[src/rtl/rpt_pkg.sv]
`timescale 1ns / 1ps
// ----------------------------------------------------------------------------
// rpt_pkg
// Shared types, codes and the CRC-8 step of the register packet transactor.
// ----------------------------------------------------------------------------
package rpt_pkg;

    localparam int MAX_REGS_DEF = 22;
    localparam int HDR_BYTES    = 4;
    localparam int CNT_W        = 5;     // holds a register count up to 31
    localparam logic [15:0] TIMEOUT_RST = 16'd10;
    localparam logic [0:0]  REG_TIMEOUT = 1'b0;

    typedef enum logic [1:0] {
        OP_START = 2'd0,
        OP_WORD  = 2'd1,
        OP_BYTE  = 2'd2,
        OP_TICK  = 2'd3
    } t_op;

    typedef enum logic [1:0] {
        K_TX   = 2'd0,
        K_WORD = 2'd1,
        K_END  = 2'd2
    } t_kind;

    typedef enum logic [2:0] {
        ST_OK       = 3'd0,
        ST_TOO_LONG = 3'd1,
        ST_TIMEOUT  = 3'd2,
        ST_BIG_RC   = 3'd3,
        ST_CRC      = 3'd4,
        ST_ERR_CODE = 3'd5,
        ST_EMPTY    = 3'd6
    } t_status;

    typedef enum logic [1:0] {
        J_SEND = 2'd0,
        J_READ = 2'd1,
        J_END  = 2'd2
    } t_jkind;

    typedef struct packed {
        t_jkind             kind;
        logic               code;
        logic [7:0]         page;
        logic [7:0]         offset;
        logic [CNT_W-1:0]   count;
        t_status            status;
        logic [5:0]         rc;
        logic [15:0]        fails;
    } t_job;

    // One byte through CRC-8, polynomial 0x07, MSB first.
    function automatic logic [7:0] crc8(input logic [7:0] crc, input logic [7:0] b);
        logic [7:0] c;
        c = crc ^ b;
        for (int i = 0; i < 8; i++) begin
            c = c[7] ? ((c << 1) ^ 8'h07) : (c << 1);
        end
        return c;
    endfunction

endpackage

[src/rtl/rpt_ram.sv]
`timescale 1ns / 1ps
// ----------------------------------------------------------------------------
// rpt_ram
// Generic single-write, single-read RAM with registered read data.
// ----------------------------------------------------------------------------
module rpt_ram #(
    parameter int WIDTH = 8,
    parameter int DEPTH = 16,
    parameter int AW    = (DEPTH > 1) ? $clog2(DEPTH) : 1
) (
    input  logic             i_clk,
    input  logic             i_we,
    input  logic [AW-1:0]    i_waddr,
    input  logic [WIDTH-1:0] i_wdata,
    input  logic [AW-1:0]    i_raddr,
    output logic [WIDTH-1:0] o_rdata
);

    logic [WIDTH-1:0] r_mem [DEPTH];
    logic [WIDTH-1:0] r_rdata;

    always_ff @(posedge i_clk) begin
        if (i_we) begin
            r_mem[i_waddr] <= i_wdata;
        end
        r_rdata <= r_mem[i_raddr];
    end

    assign o_rdata = r_rdata;

endmodule

[src/rtl/rpt_queue.sv]
`timescale 1ns / 1ps
// ----------------------------------------------------------------------------
// rpt_queue
// Two-entry job queue between the front and the back.
// ----------------------------------------------------------------------------
module rpt_queue import rpt_pkg::*; (
    input  logic i_clk,
    input  logic i_rst_n,
    input  logic i_push,
    input  t_job i_job,
    input  logic i_pop,
    output t_job o_job,
    output logic o_empty,
    output logic o_full
);

    t_job       r_ent [2];
    logic [1:0] r_cnt;
    logic       r_rd;
    logic       r_wr;

    assign o_job   = r_ent[r_rd];
    assign o_empty = (r_cnt == 2'd0);
    assign o_full  = (r_cnt == 2'd2);

    always_ff @(posedge i_clk) begin
        if (!i_rst_n) begin
            r_cnt <= 2'd0;
            r_rd  <= 1'b0;
            r_wr  <= 1'b0;
        end else begin
            if (i_push) begin
                r_ent[r_wr] <= i_job;
                r_wr        <= ~r_wr;
            end
            if (i_pop) begin
                r_rd <= ~r_rd;
            end
            r_cnt <= r_cnt + 2'(i_push) - 2'(i_pop);
        end
    end

endmodule

[src/rtl/rpt_front.sv]
`timescale 1ns / 1ps
// ----------------------------------------------------------------------------
// rpt_front
// Take input words, track the transaction and check the reply; queue jobs.
// ----------------------------------------------------------------------------
module rpt_front import rpt_pkg::*; #(
    parameter int MAX_REGS = MAX_REGS_DEF,
    parameter int WAW = (MAX_REGS > 1) ? $clog2(MAX_REGS) : 1,
    parameter int RAW = $clog2(HDR_BYTES + 2 * MAX_REGS)
) (
    input  logic            i_clk,
    input  logic            i_rst_n,
    input  logic            i_fire,
    input  logic [1:0]      i_operation,
    input  logic            i_code,
    input  logic [7:0]      i_page,
    input  logic [7:0]      i_offset,
    input  logic [5:0]      i_count,
    input  logic [15:0]     i_word,
    input  logic [7:0]      i_rx_byte,
    input  logic [15:0]     i_timeout,
    output logic            o_push,
    output t_job            o_job,
    output logic            o_ww_we,
    output logic [WAW-1:0]  o_ww_addr,
    output logic [15:0]     o_ww_data,
    output logic            o_rb_we,
    output logic [RAW-1:0]  o_rb_addr,
    output logic [7:0]      o_rb_data
);

    localparam int FW = $clog2(HDR_BYTES + 2 * MAX_REGS + 1);

    typedef enum logic [1:0] {PH_IDLE, PH_COLLECT, PH_HEAD, PH_BODY} t_phase;

    t_phase           r_phase, n_phase;
    logic             r_code, n_code;
    logic [7:0]       r_page, n_page;
    logic [7:0]       r_offset, n_offset;
    logic [CNT_W-1:0] r_count, n_count;
    logic [CNT_W-1:0] r_wcnt, n_wcnt;
    logic [FW-1:0]    r_fill, n_fill;
    logic [15:0]      r_timer, n_timer;
    logic [15:0]      r_fail, n_fail;
    logic [7:0]       r_hdr0, n_hdr0;
    logic [7:0]       r_hdr1, n_hdr1;
    logic [7:0]       r_crc, n_crc;

    t_op        op;
    logic [7:0] crc_b;
    logic [5:0] rc;
    logic [7:0] want;
    logic [7:0] fill_inc;
    logic       send, eval, fin, rd_ok;
    t_status    fin_st;
    logic [5:0] fin_rc;

    assign op        = t_op'(i_operation);
    assign rc        = r_hdr0[5:0];
    assign want      = 8'(HDR_BYTES) + {1'b0, rc, 1'b0};
    assign fill_inc  = 8'(r_fill) + 8'd1;
    assign crc_b     = crc8(r_crc, (r_fill == FW'(1)) ? 8'd0 : i_rx_byte);
    assign o_ww_addr = WAW'(r_wcnt);
    assign o_ww_data = i_word;
    assign o_rb_addr = RAW'(r_fill);
    assign o_rb_data = i_rx_byte;

    always_comb begin
        n_phase  = r_phase;
        n_code   = r_code;
        n_page   = r_page;
        n_offset = r_offset;
        n_count  = r_count;
        n_wcnt   = r_wcnt;
        n_fill   = r_fill;
        n_timer  = r_timer;
        n_fail   = r_fail;
        n_hdr0   = r_hdr0;
        n_hdr1   = r_hdr1;
        n_crc    = r_crc;
        send     = 1'b0;
        eval     = 1'b0;
        fin      = 1'b0;
        rd_ok    = 1'b0;
        fin_st   = ST_OK;
        fin_rc   = 6'd0;
        o_ww_we  = 1'b0;
        o_rb_we  = 1'b0;
        o_push   = 1'b0;
        o_job    = '0;

        if (i_fire) begin
            unique case (op)
                OP_START: begin
                    if (i_count > 6'(MAX_REGS)) begin
                        fin    = 1'b1;
                        fin_st = ST_TOO_LONG;
                    end else begin
                        n_code   = i_code;
                        n_page   = i_page;
                        n_offset = i_offset;
                        n_count  = CNT_W'(i_count);
                        n_wcnt   = '0;
                        if (i_code && i_count != 6'd0) begin
                            n_phase = PH_COLLECT;
                        end else begin
                            send = 1'b1;
                        end
                    end
                end
                OP_WORD: begin
                    if (r_phase == PH_COLLECT && r_wcnt < r_count) begin
                        o_ww_we = 1'b1;
                        n_wcnt  = r_wcnt + CNT_W'(1);
                        if (n_wcnt >= r_count) begin
                            send = 1'b1;
                        end
                    end
                end
                OP_BYTE: begin
                    if (r_phase == PH_HEAD || r_phase == PH_BODY) begin
                        o_rb_we = 1'b1;
                        n_fill  = FW'(fill_inc);
                        n_crc   = crc_b;
                        if (r_fill == FW'(0)) begin
                            n_hdr0 = i_rx_byte;
                        end
                        if (r_fill == FW'(1)) begin
                            n_hdr1 = i_rx_byte;
                        end
                        if (r_phase == PH_HEAD && fill_inc == 8'(HDR_BYTES)) begin
                            if (rc > 6'(MAX_REGS)) begin
                                fin    = 1'b1;
                                fin_st = ST_BIG_RC;
                                fin_rc = rc;
                            end else if (!r_code && rc != 6'd0) begin
                                n_phase = PH_BODY;
                                n_timer = 16'd0;
                            end else begin
                                eval = 1'b1;
                            end
                        end
                        if (r_phase == PH_BODY && fill_inc == want) begin
                            eval = 1'b1;
                        end
                    end
                end
                OP_TICK: begin
                    if (r_phase == PH_HEAD || r_phase == PH_BODY) begin
                        if (r_timer >= i_timeout) begin
                            fin    = 1'b1;
                            fin_st = ST_TIMEOUT;
                            fin_rc = (r_phase == PH_BODY) ? rc : 6'd0;
                        end else begin
                            n_timer = r_timer + 16'd1;
                        end
                    end
                end
                default: ;
            endcase
        end

        // Reply checks, in priority order.
        if (eval) begin
            fin_rc = rc;
            if (crc_b != r_hdr1) begin
                fin    = 1'b1;
                fin_st = ST_CRC;
            end else if (r_hdr0[7:6] != 2'd0) begin
                fin    = 1'b1;
                fin_st = ST_ERR_CODE;
            end else if (!r_code && rc == 6'd0) begin
                fin    = 1'b1;
                fin_st = ST_EMPTY;
            end else if (!r_code) begin
                rd_ok = 1'b1;
            end else begin
                fin    = 1'b1;
                fin_st = ST_OK;
            end
        end

        if (send) begin
            o_push       = 1'b1;
            o_job.kind   = J_SEND;
            o_job.code   = n_code;
            o_job.page   = n_page;
            o_job.offset = n_offset;
            o_job.count  = n_count;
            n_phase      = PH_HEAD;
            n_fill       = '0;
            n_timer      = 16'd0;
            n_crc        = 8'd0;
        end

        if (rd_ok) begin
            o_push      = 1'b1;
            o_job.kind  = J_READ;
            o_job.count = r_count;
            o_job.rc    = rc;
            n_fail      = 16'd0;
            n_phase     = PH_IDLE;
        end

        if (fin) begin
            if (fin_st == ST_OK) begin
                n_fail = 16'd0;
            end else if (fin_st != ST_TOO_LONG && r_fail != 16'hFFFF) begin
                n_fail = r_fail + 16'd1;
            end
            o_push       = 1'b1;
            o_job.kind   = J_END;
            o_job.status = fin_st;
            o_job.rc     = fin_rc;
            o_job.fails  = n_fail;
            n_phase      = PH_IDLE;
        end
    end

    always_ff @(posedge i_clk) begin
        if (!i_rst_n) begin
            r_phase  <= PH_IDLE;
            r_code   <= 1'b0;
            r_page   <= 8'd0;
            r_offset <= 8'd0;
            r_count  <= '0;
            r_wcnt   <= '0;
            r_fill   <= '0;
            r_timer  <= 16'd0;
            r_fail   <= 16'd0;
            r_hdr0   <= 8'd0;
            r_hdr1   <= 8'd0;
            r_crc    <= 8'd0;
        end else begin
            r_phase  <= n_phase;
            r_code   <= n_code;
            r_page   <= n_page;
            r_offset <= n_offset;
            r_count  <= n_count;
            r_wcnt   <= n_wcnt;
            r_fill   <= n_fill;
            r_timer  <= n_timer;
            r_fail   <= n_fail;
            r_hdr0   <= n_hdr0;
            r_hdr1   <= n_hdr1;
            r_crc    <= n_crc;
        end
    end

endmodule

[src/rtl/rpt_back.sv]
`timescale 1ns / 1ps
// ----------------------------------------------------------------------------
// rpt_back
// Run queued jobs: frame and send a packet, read back words, report the end.
// ----------------------------------------------------------------------------
module rpt_back import rpt_pkg::*; #(
    parameter int MAX_REGS = MAX_REGS_DEF,
    parameter int WAW = (MAX_REGS > 1) ? $clog2(MAX_REGS) : 1,
    parameter int RAW = $clog2(HDR_BYTES + 2 * MAX_REGS)
) (
    input  logic            i_clk,
    input  logic            i_rst_n,
    input  t_job            i_job,
    input  logic            i_empty,
    output logic            o_pop,
    output logic            o_idle,
    output logic [WAW-1:0]  o_ww_addr,
    input  logic [15:0]     i_ww_data,
    output logic [RAW-1:0]  o_rb_addr,
    input  logic [7:0]      i_rb_data,
    output logic            o_valid,
    input  logic            i_ready,
    output logic [1:0]      o_kind,
    output logic [7:0]      o_tx_byte,
    output logic [4:0]      o_reg_index,
    output logic [15:0]     o_reg_word,
    output logic [2:0]      o_status,
    output logic [5:0]      o_reply_count,
    output logic [15:0]     o_fails_in_row,
    output logic            o_last
);

    localparam int IW = $clog2(HDR_BYTES + 2 * MAX_REGS + 1);

    typedef enum logic [2:0] {S_IDLE, S_CRC, S_TX, S_RD, S_END} t_state;

    t_state       r_state, n_state;
    t_job         r_job;
    logic [IW-1:0] r_idx, n_idx;
    logic [7:0]   r_crc;
    logic [7:0]   r_lo;
    logic         r_ovalid;
    t_kind        r_kind;
    logic [7:0]   r_tx;
    logic [4:0]   r_ri;
    logic [15:0]  r_rw;
    logic [2:0]   r_st;
    logic [5:0]   r_rc;
    logic [15:0]  r_fl;
    logic         r_last;

    logic          slot_free;
    logic          out_load;
    logic [IW-1:0] len_m1;
    logic [IW-1:0] rd_end;
    logic [IW-1:0] wofs;
    logic [7:0]    pkt_byte;
    logic [4:0]    widx;

    assign slot_free = !r_ovalid || i_ready;
    assign out_load  = slot_free && ((r_state == S_TX) || (r_state == S_END) ||
                                     (r_state == S_RD && r_idx[0]));
    assign len_m1    = IW'(HDR_BYTES - 1) + IW'({r_job.count, 1'b0});
    assign rd_end    = IW'({r_job.count, 1'b0}) - IW'(1);
    assign wofs      = n_idx - IW'(HDR_BYTES);
    assign o_ww_addr = (n_idx >= IW'(HDR_BYTES)) ? WAW'(wofs >> 1) : '0;
    assign o_rb_addr = RAW'(n_idx + IW'(HDR_BYTES));
    assign widx      = 5'(r_idx >> 1);
    assign o_pop     = (r_state == S_IDLE) && !i_empty;
    assign o_idle    = (r_state == S_IDLE);

    // Packet byte at position r_idx; the checksum slot reads as zero here.
    always_comb begin
        if (r_idx == IW'(0)) begin
            pkt_byte = {1'b0, r_job.code, 6'(r_job.count)};
        end else if (r_idx == IW'(2)) begin
            pkt_byte = r_job.page;
        end else if (r_idx == IW'(3)) begin
            pkt_byte = r_job.offset;
        end else if (r_idx == IW'(1) || !r_job.code) begin
            pkt_byte = 8'd0;
        end else begin
            pkt_byte = r_idx[0] ? i_ww_data[15:8] : i_ww_data[7:0];
        end
    end

    always_comb begin
        n_state = r_state;
        n_idx   = r_idx;
        unique case (r_state)
            S_IDLE: begin
                n_idx = '0;
                if (!i_empty) begin
                    unique case (i_job.kind)
                        J_SEND:  n_state = S_CRC;
                        J_READ:  n_state = (i_job.count != '0) ? S_RD : S_END;
                        default: n_state = S_END;
                    endcase
                end
            end
            S_CRC: begin
                if (r_idx == len_m1) begin
                    n_state = S_TX;
                    n_idx   = '0;
                end else begin
                    n_idx = r_idx + IW'(1);
                end
            end
            S_TX: begin
                if (slot_free) begin
                    if (r_idx == len_m1) begin
                        n_state = S_IDLE;
                        n_idx   = '0;
                    end else begin
                        n_idx = r_idx + IW'(1);
                    end
                end
            end
            S_RD: begin
                if (!r_idx[0]) begin
                    n_idx = r_idx + IW'(1);
                end else if (slot_free) begin
                    if (r_idx == rd_end) begin
                        n_state = S_END;
                    end else begin
                        n_idx = r_idx + IW'(1);
                    end
                end
            end
            S_END: begin
                if (slot_free) begin
                    n_state = S_IDLE;
                end
            end
            default: n_state = S_IDLE;
        endcase
    end

    always_ff @(posedge i_clk) begin
        if (!i_rst_n) begin
            r_state  <= S_IDLE;
            r_idx    <= '0;
            r_ovalid <= 1'b0;
        end else begin
            r_state <= n_state;
            r_idx   <= n_idx;
            if (i_ready && !out_load) begin
                r_ovalid <= 1'b0;
            end
            unique case (r_state)
                S_IDLE: begin
                    r_job <= i_job;
                    r_crc <= 8'd0;
                end
                S_CRC: begin
                    r_crc <= crc8(r_crc, pkt_byte);
                end
                S_TX: begin
                    if (slot_free) begin
                        r_ovalid <= 1'b1;
                        r_kind   <= K_TX;
                        r_tx     <= (r_idx == IW'(1)) ? r_crc : pkt_byte;
                        r_ri     <= 5'd0;
                        r_rw     <= 16'd0;
                        r_st     <= 3'd0;
                        r_rc     <= 6'd0;
                        r_fl     <= 16'd0;
                        r_last   <= (r_idx == len_m1);
                    end
                end
                S_RD: begin
                    if (!r_idx[0]) begin
                        r_lo <= i_rb_data;
                    end else if (slot_free) begin
                        r_ovalid <= 1'b1;
                        r_kind   <= K_WORD;
                        r_tx     <= 8'd0;
                        r_ri     <= widx;
                        // zero beyond the words the reply carried
                        r_rw     <= (6'(widx) < r_job.rc) ? {i_rb_data, r_lo} : 16'd0;
                        r_st     <= 3'd0;
                        r_rc     <= 6'd0;
                        r_fl     <= 16'd0;
                        r_last   <= 1'b0;
                    end
                end
                S_END: begin
                    if (slot_free) begin
                        r_ovalid <= 1'b1;
                        r_kind   <= K_END;
                        r_tx     <= 8'd0;
                        r_ri     <= 5'd0;
                        r_rw     <= 16'd0;
                        r_st     <= r_job.status;
                        r_rc     <= r_job.rc;
                        r_fl     <= r_job.fails;
                        r_last   <= 1'b1;
                    end
                end
                default: ;
            endcase
        end
    end

    assign o_valid        = r_ovalid;
    assign o_kind         = r_kind;
    assign o_tx_byte      = r_tx;
    assign o_reg_index    = r_ri;
    assign o_reg_word     = r_rw;
    assign o_status       = r_st;
    assign o_reply_count  = r_rc;
    assign o_fails_in_row = r_fl;
    assign o_last         = r_last;

endmodule

[src/rtl/register_packet_transactor.sv]
`timescale 1ns / 1ps
// ----------------------------------------------------------------------------
// register_packet_transactor
// Client side of a register read/write packet link with CRC-8 framing.
// ----------------------------------------------------------------------------
// A front end takes one input word per cycle while it is ready: start
// requests, write words, received bytes and millisecond ticks. It tracks the
// transaction, stores write words and reply bytes in two small RAMs, runs the
// reply CRC byte by byte as bytes arrive and decides the outcome the moment
// the reply is complete or times out. Any work that produces results goes
// into a two-entry job queue. The back end takes jobs from the queue and
// produces result words through an output register. A packet job first
// computes the packet CRC (one byte a cycle from the write-word RAM), then
// sends one byte per cycle while the output register is free. A read-back
// job reads the reply RAM once per byte; an end job sends one end word. A
// start request is held off until the back end and the queue are empty;
// every other input word is taken while the queue has room.
// ----------------------------------------------------------------------------
module register_packet_transactor import rpt_pkg::*; #(
    parameter int MAX_REGS = MAX_REGS_DEF
) (
    input  logic        i_clk,
    input  logic        i_rst_n,
    // input words
    input  logic        i_in_valid,
    output logic        o_in_ready,
    input  logic [1:0]  i_operation,
    input  logic        i_code,
    input  logic [7:0]  i_page,
    input  logic [7:0]  i_offset,
    input  logic [5:0]  i_count,
    input  logic [15:0] i_word,
    input  logic [7:0]  i_rx_byte,
    // result words
    output logic        o_out_valid,
    input  logic        i_out_ready,
    output logic [1:0]  o_kind,
    output logic [7:0]  o_tx_byte,
    output logic [4:0]  o_reg_index,
    output logic [15:0] o_reg_word,
    output logic [2:0]  o_status,
    output logic [5:0]  o_reply_count,
    output logic [15:0] o_fails_in_row,
    output logic        o_last,
    // configuration
    input  logic        psel,
    input  logic        penable,
    input  logic        pwrite,
    input  logic [2:0]  paddr,
    input  logic [31:0] pwdata,
    output logic [31:0] prdata,
    output logic        pready
);

    localparam int WW_DEPTH = MAX_REGS;
    localparam int RB_DEPTH = HDR_BYTES + 2 * MAX_REGS;
    localparam int WAW      = (WW_DEPTH > 1) ? $clog2(WW_DEPTH) : 1;
    localparam int RAW      = $clog2(RB_DEPTH);

    logic [15:0] r_timeout;

    logic           fire;
    logic           q_push, q_pop, q_empty, q_full;
    t_job           q_in, q_out;
    logic           back_idle;
    logic           ww_we, rb_we;
    logic [WAW-1:0] ww_waddr, ww_raddr;
    logic [15:0]    ww_wdata, ww_rdata;
    logic [RAW-1:0] rb_waddr, rb_raddr;
    logic [7:0]     rb_wdata, rb_rdata;

    // Hold a start until all earlier work has drained; the stores it
    // overwrites may still be read by the back end.
    assign o_in_ready = !q_full &&
                        !(t_op'(i_operation) == OP_START && !(back_idle && q_empty));
    assign fire       = i_in_valid && o_in_ready;

    // Configuration: one register, the reply timeout in ticks.
    assign pready = 1'b1;
    assign prdata = (paddr[2] == REG_TIMEOUT) ? {16'd0, r_timeout} : 32'd0;

    always_ff @(posedge i_clk) begin
        if (!i_rst_n) begin
            r_timeout <= TIMEOUT_RST;
        end else if (psel && penable && pwrite && paddr[2] == REG_TIMEOUT) begin
            r_timeout <= pwdata[15:0];
        end
    end

    rpt_front #(
        .MAX_REGS (MAX_REGS),
        .WAW      (WAW),
        .RAW      (RAW)
    ) u_front (
        .i_clk       (i_clk),
        .i_rst_n     (i_rst_n),
        .i_fire      (fire),
        .i_operation (i_operation),
        .i_code      (i_code),
        .i_page      (i_page),
        .i_offset    (i_offset),
        .i_count     (i_count),
        .i_word      (i_word),
        .i_rx_byte   (i_rx_byte),
        .i_timeout   (r_timeout),
        .o_push      (q_push),
        .o_job       (q_in),
        .o_ww_we     (ww_we),
        .o_ww_addr   (ww_waddr),
        .o_ww_data   (ww_wdata),
        .o_rb_we     (rb_we),
        .o_rb_addr   (rb_waddr),
        .o_rb_data   (rb_wdata)
    );

    rpt_ram #(.WIDTH(16), .DEPTH(WW_DEPTH), .AW(WAW)) u_ww_ram (
        .i_clk   (i_clk),
        .i_we    (ww_we),
        .i_waddr (ww_waddr),
        .i_wdata (ww_wdata),
        .i_raddr (ww_raddr),
        .o_rdata (ww_rdata)
    );

    rpt_ram #(.WIDTH(8), .DEPTH(RB_DEPTH), .AW(RAW)) u_rb_ram (
        .i_clk   (i_clk),
        .i_we    (rb_we),
        .i_waddr (rb_waddr),
        .i_wdata (rb_wdata),
        .i_raddr (rb_raddr),
        .o_rdata (rb_rdata)
    );

    rpt_queue u_queue (
        .i_clk   (i_clk),
        .i_rst_n (i_rst_n),
        .i_push  (q_push),
        .i_job   (q_in),
        .i_pop   (q_pop),
        .o_job   (q_out),
        .o_empty (q_empty),
        .o_full  (q_full)
    );

    rpt_back #(
        .MAX_REGS (MAX_REGS),
        .WAW      (WAW),
        .RAW      (RAW)
    ) u_back (
        .i_clk          (i_clk),
        .i_rst_n        (i_rst_n),
        .i_job          (q_out),
        .i_empty        (q_empty),
        .o_pop          (q_pop),
        .o_idle         (back_idle),
        .o_ww_addr      (ww_raddr),
        .i_ww_data      (ww_rdata),
        .o_rb_addr      (rb_raddr),
        .i_rb_data      (rb_rdata),
        .o_valid        (o_out_valid),
        .i_ready        (i_out_ready),
        .o_kind         (o_kind),
        .o_tx_byte      (o_tx_byte),
        .o_reg_index    (o_reg_index),
        .o_reg_word     (o_reg_word),
        .o_status       (o_status),
        .o_reply_count  (o_reply_count),
        .o_fails_in_row (o_fails_in_row),
        .o_last         (o_last)
    );

endmodule

[config.mk]
export PLATFORM = sky130hd
export DESIGN_NAME = register_packet_transactor
export DESIGN_NICKNAME = d
export VERILOG_FILES = /design/src/rtl/rpt_pkg.sv /design/src/rtl/rpt_ram.sv /design/src/rtl/rpt_queue.sv /design/src/rtl/rpt_front.sv /design/src/rtl/rpt_back.sv /design/src/rtl/register_packet_transactor.sv
export SDC_FILE = /design/constraint.sdc
export NUM_CORES = 2
export LEC_CHECK = 0
export ABC_AREA = 1
export BUFFER_PORTS_ARGS = -buffer_cell sky130_fd_sc_hd__buf_2
export CAP_MARGIN = 20
export CELL_PAD_IN_SITES_DETAIL_PLACEMENT = 0
export CELL_PAD_IN_SITES_GLOBAL_PLACEMENT = 2
export CORE_ASPECT_RATIO = 0.5
export CORE_MARGIN = 4
export CORE_UTILIZATION = 26
export DETAILED_ROUTE_END_ITERATION = 10
export GPL_TIMING_DRIVEN = 0
export PLACE_DENSITY_LB_ADDON = 0.1
export SYNTH_ARGS = -nofsm -noshare
export SYNTH_HDL_FRONTEND = slang
export SYNTH_SLANG_ARGS = --single-unit
export TNS_END_PERCENT = 20
[constraint.sdc]
create_clock -name i_clk -period 5 [get_ports i_clk]
set_input_delay 1 -clock i_clk [delete_from_list [all_inputs] [get_ports i_clk]]
set_output_delay 1 -clock i_clk [all_outputs]
set_load 0.03 [all_outputs]
==> qor.yml <==
floorplan:
  num_rows: 112
  die_h_um: 314.8
  ios: 183
  die_area_sq_mm: 0.1957
  initial_utilization: 0.2620
  design.core.area_sq_mm: 0.1868
  die_w_um: 621.6
status:
  status: "complete, no violations"
drt:
  wl_per_cell_um: 23.15
  ant_nets: 0
  num_vias: 35600
  drtPass1Iterations: 5
  route.detailed.drc: 0
  avgViaCountPerCell: 4.631
  wirelength_um: 178000
  drtIter0Drc: 2905
synth:
  synthArstFlopShare: 0
  syn_area_per_cell_sq_um: 10.29
  ys_seq_area_frac: 0.6451
  ys_warn_count: 0
  synth_top_cells_by_area: "edfxtp_1, nand2_1, nand3_1"
  synthTopCellsByCount: "nand2_1, edfxtp_1, nand3_1, inv_1, nor2_1"
  yosysMostFrequentCell: "nand2_1"
  synth-main-ff-cell: "edfxtp_1"
  ys_ff_latch: 1100
  yosys.cell_types.count: 59
  syn_inst: 4757
  synth_top_area_cell: "edfxtp_1"
  synth_top_area_frac: 0.5854
  syn_area_sq_mm: 0.04894
  synth_edf_count: 954
critical_path:
  worstSetupEndpointType: "flop"
  crit_type: "flop to flop"
  crit_path_top_delay_cell: "edfxtp_1"
  cp_top_family: "simple AND/OR/NAND/NOR gates"
  cp_data_arrival_time_ps: 5340
  critPathMaxFanout: 11
  start_kind: "flop"
  cp.required_ps: 5660
  critPathBufInv: 8
  cp_common_cell: "nand2_1"
  slowest_delay_ps: 430
timing:
  fin_crit_ps: 4678
  fin_worst_skew_ps: 69.59
  hold_violations: 0
  setup_viol: 0
  tightest_slew_ps: 1198
  holdWs_ps: 429.4
  slew_headroom: 0.2016
  period_share: 0.9355
  rsz0062_at_grt: "no"
  max_freq_mhz: 213.8
  slew_viol_final: 0
placed_design:
  gp_congestion: 0.8473
  numPortBuffers: 145
  hpwl_um: 127900
  dp_cells: 7463
clocking:
  clk_pin_slew_ps: 60
  insertion_delay_ps: 780
  cts_sinks: 1100
  ctsHoldBuffers: 0
  htreeDepth: 3
  cts_tree: "built"
  cts_root_buf: "clkbuf_16"
  cts_buffers: 115
  clockBufferDepth: 3
layout:
  final_cells: 7689
  areaGrowthSynthToFinish_pct: 17.66
  drive_gt1_frac: 0.1290
  nets: 5222
grt:
  grt_pass1_vias: 34730
  grtUsageTotal: 0.1773
  grt_overflow: 0
  grt_pass1_wl_um: 252500
  antenna_found_initial: 13
  grt_max_degree: 52
pwr:
  finalPower_mw: 32.44
  vdd_ir_drop_max_uv: 293.6
  p_per_area_mw_per_mm2: 563.4
  leakage_nw: 22.01
flow_run:
  cap_violations: 0
min_path:
  hold_class: "flop to flop"
-- per-stage QoR --
step	worst slack (ps)	utilization	instance area, sq um	setup TNS [ps]
after global routing	30.30	0.3082	57580	0
after detailed placement	-1608	0.2866	53540	-30010
final	322.5	0.3083	57580	0
after CTS	71.53	0.3075	57440	0
after floorplan	69.96	-	49000	0
after global placement	-2434	0.2830	52860	-207220
-- cell families after synthesis --
family,synth area share
and+or+nand+nor,0.2232
DFF,0.6451
buffers and inverters,0.05627
AOI/OAI and AO/OA,0.04840
xor gates and xnor gates,0.01030
adders and majority gates,0.01329
muxes,0.003272
other,0.0001535
-- sequential cells by signal, indices dropped and copies added, names as in the netlist, 6 cells and up, named ones only --
register and cells:
u_back.r_idx 6, u_front.o_rb_addr 6, u_front.r_hdr1 8, u_front.r_fail 16, u_rb_ram.r_mem 384, u_front.r_crc 8, u_back.o_fails_in_row 16, u_back.o_reg_word 16
u_back.r_job 47, u_back.r_lo 8, u_ww_ram.o_rdata 16, u_back.o_reply_count 6, u_rb_ram.o_rdata 8, u_back.r_crc 8, u_front.r_page 8, u_front.r_hdr0 8
u_front.r_offset 8, u_ww_ram.r_mem 352, u_front.r_timer 16, u_back.o_tx_byte 8, r_timeout 16, u_queue.r_ent 98
-- worst register-to-register path: cells and delay by family, from the launching register on --
family	cells	cell delay, ps
simple gates	19	2180
flops	1	430
xor+xnor	1	200
fa+ha+maj	2	440
buf+inv	8	1330
-- layout by cell type (no fill, tap or decap), types with 31 or more instances in the layout --
master / Yosys / layout
nand2_2: 31 / 31
clkbuf_16: 0 / 118
o21ai_0: 111 / 109
clkbuf_1: 92 / 103
a21oi_1: 192 / 191
buf_2: 95 / 236
nand3b_1: 66 / 66
nand3_1: 684 / 684
nor2_1: 323 / 299
buf_4: 31 / 38
dfxtp_1: 146 / 145
xor2_1: 43 / 42
inv_1: 343 / 340
nand2_1: 1278 / 1276
edfxtp_1: 954 / 954
ha_1: 52 / 51
-- routing by layer --
metal,global-route usage,share of wire,vias up,wire length (um)
met2,0.2716,0.44,780,77690
met1,0.2662,0.50,17740,88860
met4,0.03345,0.017,0,3003
met3,0.02533,0.047,183,8429
met5,0,0,-,0
li1,-,-,16900,-
-- where the power goes --
part           switching (mW)  internal (mW)
sequential              0.198           10.6
clock                    3.90           5.00
combinational            9.64           3.13
total                    13.7           18.7
-- path summary, 6_finish.rpt --
kind                  startpoint             endpoint  slack [ps]  depth (start not counted)
min reg2reg  u_rb_ram.o_rdata[1]       u_back.r_lo[1]         430                          0
max             u_back.r_job[26]  u_ww_ram.o_rdata[8]         320                         30
max reg2reg     u_back.r_job[26]  u_ww_ram.o_rdata[8]         320                         30
min          u_rb_ram.o_rdata[1]       u_back.r_lo[1]         430                          0
-- layout make-up --
type	instances	area, sq um
Antenna cell	3	7.507
Timing Repair Buffer	191	1399
Fill cell	19360	129200
Inverter	366	1381
Multi-Input combinational cell	3048	14820
Sequential cell	1100	31570
Clock inverter	64	675.6
Clock buffer	152	3171
Buffer	257	1419
Tap cell	2508	3138
-- timing repair --
| action | CTS | global route |
|---|---|---|
| gates resized for setup | 20 | 36 |
| endpoints found under the setup margin | 24 | 28 |
| endpoints found under the hold margin | 0 | 0 |
| setup buffers | 2 | 3 |
| pin swaps | 1 | 2 |
(Power assumes the default switching activity.)
